`config.mk`:
```
export PLATFORM = sky130hd
export DESIGN_NAME = lru_page_slot_cache
export DESIGN_NICKNAME = d
export VERILOG_FILES = /design/src/sv/lps_pkg.sv /design/src/sv/lps_mod.sv /design/src/sv/lps_cell.sv /design/src/sv/lru_page_slot_cache.sv
export SDC_FILE = /design/constraint.sdc
export NUM_CORES = 1
export LEC_CHECK = 0
export BUFFER_PORTS_ARGS = -buffer_cell sky130_fd_sc_hd__clkbuf_2
export CAP_MARGIN = 30
export CORE_MARGIN = 2
export CORE_UTILIZATION = 44
export CTS_CLUSTER_DIAMETER = 60
export DETAILED_ROUTE_END_ITERATION = 7
export GPL_ROUTABILITY_DRIVEN = 1
export PLACE_DENSITY = 0.69
export SLEW_MARGIN = 0
export SYNTH_ARGS = -nofsm -noshare
export SYNTH_HDL_FRONTEND = slang
export SYNTH_SLANG_ARGS = --single-unit
```
`constraint.sdc`:
```
create_clock -name i_clk -period 3.25 [get_ports i_clk]
set_input_delay 0.65 -clock i_clk [delete_from_list [all_inputs] [get_ports i_clk]]
set_output_delay 0.65 -clock i_clk [all_outputs]
set_load 0.05 [all_outputs]
```
`src/sv/lps_pkg.sv`:
```
`timescale 1ns / 1ps

package lps_pkg;

    // Fixed field widths of the request and result items
    localparam int PAGE_W     = 10;
    localparam int PAGE_SPAN  = 1 << PAGE_W;
    localparam int SLOT_OUT_W = 4;
    localparam int MAXS_W     = 5;

    // Defaults for the top level parameters
    localparam int SLOTS_DEF = 16;
    localparam int PAGES_DEF = 1024;

    // Reset value of the slot limit register
    localparam logic [MAXS_W-1:0] MAXS_RESET = MAXS_W'(16);

    // Sequencer states
    typedef enum logic [1:0] {
        ST_IDLE,
        ST_MOD,
        ST_UPD
    } t_state;

endpackage

```
`src/sv/lps_mod.sv`:
```
`timescale 1ns / 1ps

// Request page latch with a reciprocal-multiply remainder: the quotient is
// formed as the page is latched, then subtracted out in a single step.
module lps_mod import lps_pkg::*; #(
    parameter int PAGES = PAGES_DEF
) (
    input  logic              i_clk,
    input  logic              i_rst_n,
    input  logic              i_load,
    input  logic [PAGE_W-1:0] i_page,
    input  logic              i_step,
    output logic [PAGE_W-1:0] o_rem,
    output logic              o_last
);

    localparam int     DW    = 2 * PAGE_W;
    localparam int     SH    = 2 * PAGE_W + 1;
    localparam int     MW    = SH + 1;
    localparam int     PRW   = PAGE_W + MW;
    localparam longint RECIP = ((longint'(1) << SH) + longint'(PAGES) - 1) / longint'(PAGES);

    logic [PAGE_W-1:0] r_rem;
    logic [PAGE_W-1:0] r_q;
    logic [PRW-1:0]    q_prod;
    logic [DW-1:0]     q_back;
    logic [PAGE_W-1:0] diff;

    // Estimate the quotient by the scaled reciprocal, then take it back out
    always_comb begin
        q_prod = PRW'(i_page) * PRW'(RECIP);
        q_back = DW'(r_q) * DW'(PAGES);
        diff   = r_rem - q_back[PAGE_W-1:0];
    end

    // Latch the page and its quotient, then subtract in one step
    always_ff @(posedge i_clk) begin
        if (!i_rst_n) begin
            r_rem <= '0;
            r_q   <= '0;
        end else if (i_load) begin
            r_rem <= i_page;
            r_q   <= q_prod[SH +: PAGE_W];
        end else if (i_step) begin
            r_rem <= diff;
            r_q   <= '0;
        end
    end

    assign o_rem  = r_rem;
    assign o_last = 1'b1;

endmodule

```
`src/sv/lps_cell.sv`:
```
`timescale 1ns / 1ps

// One recency position: holds a slot and its owner page, compares the
// owner against the request and takes its neighbor's entry on shift.
module lps_cell import lps_pkg::*; #(
    parameter int SW = 4,
    parameter int PW = PAGE_W
) (
    input  logic          i_clk,
    input  logic          i_rst_n,
    input  logic          i_shift,
    input  logic          i_in_valid,
    input  logic [SW-1:0] i_in_slot,
    input  logic [PW-1:0] i_in_page,
    input  logic [PW-1:0] i_page,
    output logic          o_valid,
    output logic [SW-1:0] o_slot,
    output logic [PW-1:0] o_page,
    output logic          o_match
);

    logic          r_valid;
    logic [SW-1:0] r_slot;
    logic [PW-1:0] r_page;

    // Clear the occupancy at reset, advance on shift
    always_ff @(posedge i_clk) begin
        if (!i_rst_n) begin
            r_valid <= 1'b0;
        end else if (i_shift) begin
            r_valid <= i_in_valid;
        end
    end

    // Take the neighbor's entry on shift
    always_ff @(posedge i_clk) begin
        if (i_shift) begin
            r_slot <= i_in_slot;
            r_page <= i_in_page;
        end
    end

    assign o_valid = r_valid;
    assign o_slot  = r_slot;
    assign o_page  = r_page;
    assign o_match = r_valid && (r_page == i_page);

endmodule

```
`src/sv/lru_page_slot_cache.sv`:
```
// Sequence: a request accepted in idle passes through the update state, where the
// cell row is looked up and shifted, after a reduction state when PAGES is below 1024;
// the result is registered behind the update state. busy stays high until the update
// state is left, so the block takes no new request before it is through with the last.
// Results cannot be held off: o_done marks each for exactly one cycle.
// Reset empties all slots and sets the slot limit to 16; no clearing pass.
`timescale 1ns / 1ps

module lru_page_slot_cache import lps_pkg::*; #(
    parameter int SLOTS = SLOTS_DEF,
    parameter int PAGES = PAGES_DEF
) (
    input  logic                  i_clk,
    input  logic                  i_rst_n,
    input  logic                  i_cfg_we,
    input  logic [MAXS_W-1:0]     i_cfg_wdata,
    input  logic                  start,
    output logic                  busy,
    input  logic [PAGE_W-1:0]     i_page,
    output logic                  o_done,
    output logic                  o_hit,
    output logic [SLOT_OUT_W-1:0] o_slot,
    output logic                  o_evicted_valid,
    output logic [PAGE_W-1:0]     o_evicted_page
);

    localparam int SW = (SLOTS > 1) ? $clog2(SLOTS) : 1;
    localparam int PW = (PAGES >= PAGE_SPAN) ? PAGE_W : ((PAGES > 1) ? $clog2(PAGES) : 1);
    localparam int UW = $clog2(SLOTS + 1);
    localparam int LW = (UW > MAXS_W) ? UW : MAXS_W;
    localparam int XW = (SW > SLOT_OUT_W) ? SW : SLOT_OUT_W;
    localparam bit NEED_MOD = (PAGES < PAGE_SPAN);

    t_state r_state;
    t_state n_state;

    logic              busy_int;
    logic              upd;
    logic              mod_step;
    logic              load;
    logic [PAGE_W-1:0] rem;
    logic              mod_last;
    logic [PW-1:0]     page_red;

    logic [MAXS_W-1:0] r_max_slots;
    logic [UW-1:0]     r_used;
    logic [UW-1:0]     n_used;

    logic [SLOTS-1:0]  c_valid;
    logic [SLOTS-1:0]  c_match;
    logic [SLOTS-1:0]  c_shift;
    logic [SLOTS-1:0]  c_last;
    logic [SW-1:0]     c_slot [SLOTS];
    logic [PW-1:0]     c_page [SLOTS];
    logic              c_in_valid [SLOTS];
    logic [SW-1:0]     c_in_slot [SLOTS];
    logic [PW-1:0]     c_in_page [SLOTS];

    logic              hit;
    logic              fresh;
    logic              evict;
    logic [SW-1:0]     hit_slot;
    logic [SW-1:0]     ev_slot;
    logic [PW-1:0]     ev_page;
    logic [SW-1:0]     front_slot;
    logic [XW-1:0]     slot_x;
    logic [LW-1:0]     lim_raw;
    logic [LW-1:0]     lim;

    logic                  r_done;
    logic                  r_hit;
    logic [SLOT_OUT_W-1:0] r_slot;
    logic                  r_ev_valid;
    logic [PAGE_W-1:0]     r_ev_page;

    // Hold the slot limit register
    always_ff @(posedge i_clk) begin
        if (!i_rst_n) begin
            r_max_slots <= MAXS_RESET;
        end else if (i_cfg_we) begin
            r_max_slots <= i_cfg_wdata;
        end
    end

    // Advance the sequencer
    always_ff @(posedge i_clk) begin
        if (!i_rst_n) begin
            r_state <= ST_IDLE;
        end else begin
            r_state <= n_state;
        end
    end

    // Next state
    always_comb begin
        n_state = r_state;
        unique case (r_state)
            ST_IDLE: begin
                if (start) begin
                    n_state = NEED_MOD ? ST_MOD : ST_UPD;
                end
            end
            ST_MOD: begin
                if (mod_last) begin
                    n_state = ST_UPD;
                end
            end
            ST_UPD: begin
                n_state = ST_IDLE;
            end
            default: begin
                n_state = ST_IDLE;
            end
        endcase
    end

    // Sequencer outputs
    always_comb begin
        busy_int = 1'b1;
        upd      = 1'b0;
        mod_step = 1'b0;
        unique case (r_state)
            ST_IDLE: busy_int = 1'b0;
            ST_MOD:  mod_step = 1'b1;
            ST_UPD:  upd      = 1'b1;
            default: busy_int = 1'b1;
        endcase
    end

    assign busy = busy_int;
    assign load = start && !busy_int;

    // Latch and reduce the requested page
    lps_mod #(
        .PAGES (PAGES)
    ) u_mod (
        .i_clk   (i_clk),
        .i_rst_n (i_rst_n),
        .i_load  (load),
        .i_page  (i_page),
        .i_step  (mod_step),
        .o_rem   (rem),
        .o_last  (mod_last)
    );

    assign page_red = rem[PW-1:0];

    // Row of recency cells, most recent at position zero
    for (genvar g = 0; g < SLOTS; g++) begin : g_cell
        localparam logic [UW-1:0] POS = UW'(g);

        if (g == 0) begin : g_front
            assign c_in_valid[g] = 1'b1;
            assign c_in_slot[g]  = front_slot;
            assign c_in_page[g]  = page_red;
        end else begin : g_link
            assign c_in_valid[g] = c_valid[g-1];
            assign c_in_slot[g]  = c_slot[g-1];
            assign c_in_page[g]  = c_page[g-1];
        end

        if (g == SLOTS - 1) begin : g_tail
            assign c_last[g] = c_valid[g];
        end else begin : g_body
            assign c_last[g] = c_valid[g] && !c_valid[g+1];
        end

        // Shift up to the hit position, or over the used slots on a miss (one more when fresh)
        assign c_shift[g] = upd && (hit ? (|c_match[SLOTS-1:g])
                                        : ((POS < r_used) || (fresh && POS == r_used)));

        lps_cell #(
            .SW (SW),
            .PW (PW)
        ) u_cell (
            .i_clk      (i_clk),
            .i_rst_n    (i_rst_n),
            .i_shift    (c_shift[g]),
            .i_in_valid (c_in_valid[g]),
            .i_in_slot  (c_in_slot[g]),
            .i_in_page  (c_in_page[g]),
            .i_page     (page_red),
            .o_valid    (c_valid[g]),
            .o_slot     (c_slot[g]),
            .o_page     (c_page[g]),
            .o_match    (c_match[g])
        );
    end

    // Select the hit slot and the least recent entry
    always_comb begin
        hit_slot = '0;
        ev_slot  = '0;
        ev_page  = '0;
        for (int i = 0; i < SLOTS; i++) begin
            hit_slot = hit_slot | (c_match[i] ? c_slot[i] : '0);
            ev_slot  = ev_slot  | (c_last[i]  ? c_slot[i] : '0);
            ev_page  = ev_page  | (c_last[i]  ? c_page[i] : '0);
        end
    end

    // Clip the limit to one through SLOTS
    always_comb begin
        lim_raw = LW'(r_max_slots);
        if (lim_raw == '0) begin
            lim = LW'(1);
        end else if (lim_raw > LW'(SLOTS)) begin
            lim = LW'(SLOTS);
        end else begin
            lim = lim_raw;
        end
    end

    assign hit        = |c_match;
    assign fresh      = !hit && (LW'(r_used) < lim);
    assign evict      = !hit && !fresh;
    assign front_slot = hit ? hit_slot : (fresh ? SW'(r_used) : ev_slot);
    assign slot_x     = XW'(front_slot);
    assign n_used     = (upd && fresh) ? r_used + UW'(1) : r_used;

    // Count slots in use
    always_ff @(posedge i_clk) begin
        if (!i_rst_n) begin
            r_used <= '0;
        end else begin
            r_used <= n_used;
        end
    end

    // Strobe the result for one cycle
    always_ff @(posedge i_clk) begin
        if (!i_rst_n) begin
            r_done <= 1'b0;
        end else begin
            r_done <= upd;
        end
    end

    // Hold the result fields
    always_ff @(posedge i_clk) begin
        if (upd) begin
            r_hit      <= hit;
            r_slot     <= slot_x[SLOT_OUT_W-1:0];
            r_ev_valid <= evict;
            r_ev_page  <= evict ? PAGE_W'(ev_page) : '0;
        end
    end

    assign o_done          = r_done;
    assign o_hit           = r_hit;
    assign o_slot          = r_slot;
    assign o_evicted_valid = r_ev_valid;
    assign o_evicted_page  = r_ev_page;

    // A page is held by at most one slot
    a_match_unique: assert property (@(posedge i_clk) disable iff (!i_rst_n)
        $onehot0(c_match))
        else $error("request page matches more than one slot");

    // Occupied cells agree with the slot count
    a_used_count: assert property (@(posedge i_clk) disable iff (!i_rst_n)
        $countones(c_valid) == r_used)
        else $error("occupied cells disagree with slot count");

    // A result follows only the update cycle
    a_done_src: assert property (@(posedge i_clk) disable iff (!i_rst_n)
        r_done |-> $past(r_state == ST_UPD))
        else $error("result strobe without an update cycle");

    // A hit never evicts
    a_hit_no_evict: assert property (@(posedge i_clk) disable iff (!i_rst_n)
        r_done |-> !(r_hit && r_ev_valid))
        else $error("hit reported together with an eviction");

    // Occupancy never grows past the slot count
    a_used_range: assert property (@(posedge i_clk) disable iff (!i_rst_n)
        upd && fresh |-> r_used < UW'(SLOTS))
        else $error("fresh slot taken with all slots in use");

endmodule

```
==> results.cfg <==
[worst_setup_path]
cp_top_family = simple AND/OR/NAND/NOR gates
worstPathCellList = buf_4, buf_4, xnor2_2, nand3_1, or3_1, and4_1, nand3_1, a2111oi_1, buf_4, nor3b_2, buf_12
cpPeakStageDelay_ns = 0.44
cpMaxStageDelayCell = or3_1
arrival_ns = 3.38
rr_worst_depth = 11
r2r-end = g_cell[14].u_cell.o_page[9]$_DFFE_PP_
cp_num_buf_inv = 4
cp_max_fo = 15
critical_path_class = reg2reg
cp-start-kind = flop
ff2ff_setup_slack_ns = 0.07
cpMostUsedCell = buf_4
r2r_start = u_mod.o_rem[9]$_SDFFE_PN0P_
worst_ep_required_time_ns = 3.45
crit_path_end_kind = flop

[drt]
wl_per_cell_um = 27.5
drt.antenna.violating_nets = 0
detail_route.vias_per_cell = 6.28
drt_iter0_drc = 1388
via_count = 9377
first_pass_iters = 5
wirelength_mm = 41.0
drc = 0

[finish]
drive_gt1_share_pct = 16.6
finalCoreUtilization_pct = 52.2
regArea_um2 = 7970
layout.cells.non_filler = 1494
syn2layout_area_growth_pct = 17.7
nets = 1106
multiInputGateArea_um2 = 4720
fillers = 2490
design_area_um2 = 15400
diodes = 0

[timing]
hold_violations = 0
slew_headroom_pct = 32.5
drv_slew = 0
setup_slack_ns = 0.0746
rsz0062_at_grt = no
tightest_slew_ns = 0.999
whs_ns = 0.362
post-route-period-util_pct = 97.7
max_freq_ghz = 0.315
period_needed_ns = 3.18
setup_viol = 0
fin_worst_skew_ns = 0.0281
setup_tns_ns = 0

[worst_hold_path]
worstHoldStart = i_cfg_wdata[4]
hold_path_depth = 3
min_to = lim_raw[4]$_SDFFE_PN1P_
hold_path_class = in2reg

[outcome]
status = completed

[placed_design]
preCtsSetupSlack_ns = 0.0789
hpwlAfterDp_mm = 30.8
portBuffers = 36
dpl_cell_area_um2 = 14200
gp_congestion = 1.01
place_inst = 1434

[pwr]
ir_worst_vdd_mv = 0.436
p_leak_nw = 4.99
p_total_mw = 8.25
p_per_area_nw_per_um2 = 537

[clocking]
htree_levels = 2
cts_buffers = 34
path_clk_slew_ns = 0.05
cts.sinks = 278
clock_latency_ns = 0.52
cts_tree = built
cts-root-buf = clkbuf_16
cts_buffer_depth = 3

[synth]
ys_seq_elements = 278
syn_area_um2 = 13000
synth_area_leaders = edfxtp_1 (55%), xnor2_1 (11%), dfxtp_1 (5.8%)
synthesis.nets = 1010
seq_area_frac_synth_pct = 61.1
avgSynthCellArea_um2 = 13.3
synth_cell_types = 60
postSynthCellCount = 984
synthFlopType = edfxtp_1
synth_top_cell_by_area = edfxtp_1
synth_edf_count = 240
netlist.area_leader.share_pct = 55.2
synth-async-reset-ratio_pct = 0
yosys_warnings = 0

[floorplanning]
die_y_um = 176
fp-row-count = 63
initial_utilization_pct = 44.4
die_area_um2 = 31000
die_x_um = 176
io_pins = 37
core_area_um2 = 29400

[grt]
grt_max_degree = 32
antenna_found_initial = 0
grt-ovfl-total = 0
grt_util_all_layers_pct = 26.5
grt_pass1_wl_mm = 59.8
grt_pass1_vias = 9116

[flow_run]
drv_cap = 0
## worst max path at each step
stage / from / endpoint / slack, ns / cells past startpoint
finish: u_mod.o_rem[9]$_SDFFE_PN0P_ / g_cell[14].u_cell.o_page[9]$_DFFE_PP_ / 0.07 / 11
global route: u_mod.o_rem[9]$_SDFFE_PN0P_ / g_cell[14].u_cell.o_page[9]$_DFFE_PP_ / 0.006 / 11
CTS: u_mod.o_rem[4]$_SDFFE_PN0P_ / g_cell[15].u_cell.o_page[9]$_DFFE_PP_ / 0.03 / 11
detailed placement: u_mod.o_rem[4]$_SDFFE_PN0P_ / g_cell[15].u_cell.o_page[4]$_DFFE_PP_ / 0.08 / 11
global placement: u_mod.o_rem[9]$_SDFFE_PN0P_ / g_cell[14].u_cell.o_page[4]$_DFFE_PP_ / 0.1 / 11
floorplan: u_mod.o_rem[0]$_SDFFE_PN0P_ / g_cell[3].u_cell.o_page[0]$_DFFE_PP_ / 0.1 / 9
## sequential cells by signal (all words and copies together) (netlist names)
| name | count |
|---|---|
| g_cell.u_cell.o_page | 160 |
| g_cell.u_cell.o_slot | 64 |
| g_cell.u_cell.o_valid | 16 |
| o_evicted_page | 10 |
| u_mod.o_rem | 10 |
| lim_raw | 5 |
| r_used | 5 |
| o_slot | 4 |
| o_done | 1 |
| o_evicted_valid | 1 |
| o_hit | 1 |
| r_state | 1 |
## kinds of logic after synthesis
group / count (synthesis) / share of synthesized area, %
flops: 278 / 61.1
buf+inv: 64 / 2.97
mux: 19 / 1.46
simple gates: 239 / 9.98
xor+xnor: 163 / 10.9
compound gates: 214 / 12.9
fa+ha+maj: 7 / 0.671
## routing by layer
| layer | vias to the layer above | global-route usage, % | wire [um] |
|---|---|---|---|
| met5 | - | 0 | 0 |
| li1 | 4054 | - | - |
| met2 | 595 | 40.2 | 18200 |
| met3 | 112 | 5.66 | 4310 |
| met1 | 4616 | 38.0 | 17000 |
| met4 | 0 | 8.54 | 1440 |
## report_power, final
group / total [mW] / internal [mW] / switching, mW / leakage (nW)
clock: 3.91 / 2.44 / 1.48 / 0.572
combinational: 0.429 / 0.167 / 0.262 / 1.94
sequential: 3.91 / 3.87 / 0.0342 / 2.48
total: 8.25 / 6.48 / 1.77 / 4.99
## Yosys cell counts, types with 17 or more instances
library cell and number:
nand3_1 23, buf_6 19, mux2i_1 19, clkbuf_1 29, nand4_1 47, nand2_1 62, a22oi_1 78, edfxtp_1 240
a221oi_1 33, a21oi_1 17, a22o_1 34, dfxtp_1 38, nor2_1 26, nor3_1 18, xnor2_1 159
## layout by cell type (no fill, tap or decap), drive strengths merged, types with 4 or more instances in the layout
master	Yosys	final
nor2b	16	16
a21oi	17	17
dfxtp	38	38
or3	6	6
buf	22	75
o31ai	5	5
o221a	5	5
nor3	19	19
and3	9	9
nand4b	4	4
clkinv	0	10
inv	13	15
o21ai	4	4
xnor2	159	159
a221oi	33	33
nand3	24	24
a22oi	78	78
clkbuf	29	78
a22o	34	34
xor2	4	4
nor4b	4	4
nor2	26	26
edfxtp	240	240
bufinv	0	6
nor4	7	7
mux2i	19	19
a31oi	10	10
nand4	47	47
ha	7	7
o21a	6	6
a211o	4	4
nand2	62	62
o211a	4	4
## timing repair
action	in CTS	in global routing
buffers inserted	0	0
hold buffers	0	0
hold endpoints to repair	0	0
setup endpoints to repair	0	44
resized for setup	0	5
## tightest hold or removal path, cell delays in order
cell,delay [ns]
clkbuf_2,0.07
nand2_1,0.04
o211ai_1,0.06
## cell type report
class	count	share of cell area (%)
sequential	278	51.9
timing repair buffer	111	6.39
multi-input combinational	642	30.7
clock inverter	18	1.70
tap	390	3.18
inverter	13	0.318
clock buffer	42	5.80
(Power assumes the default switching activity.)
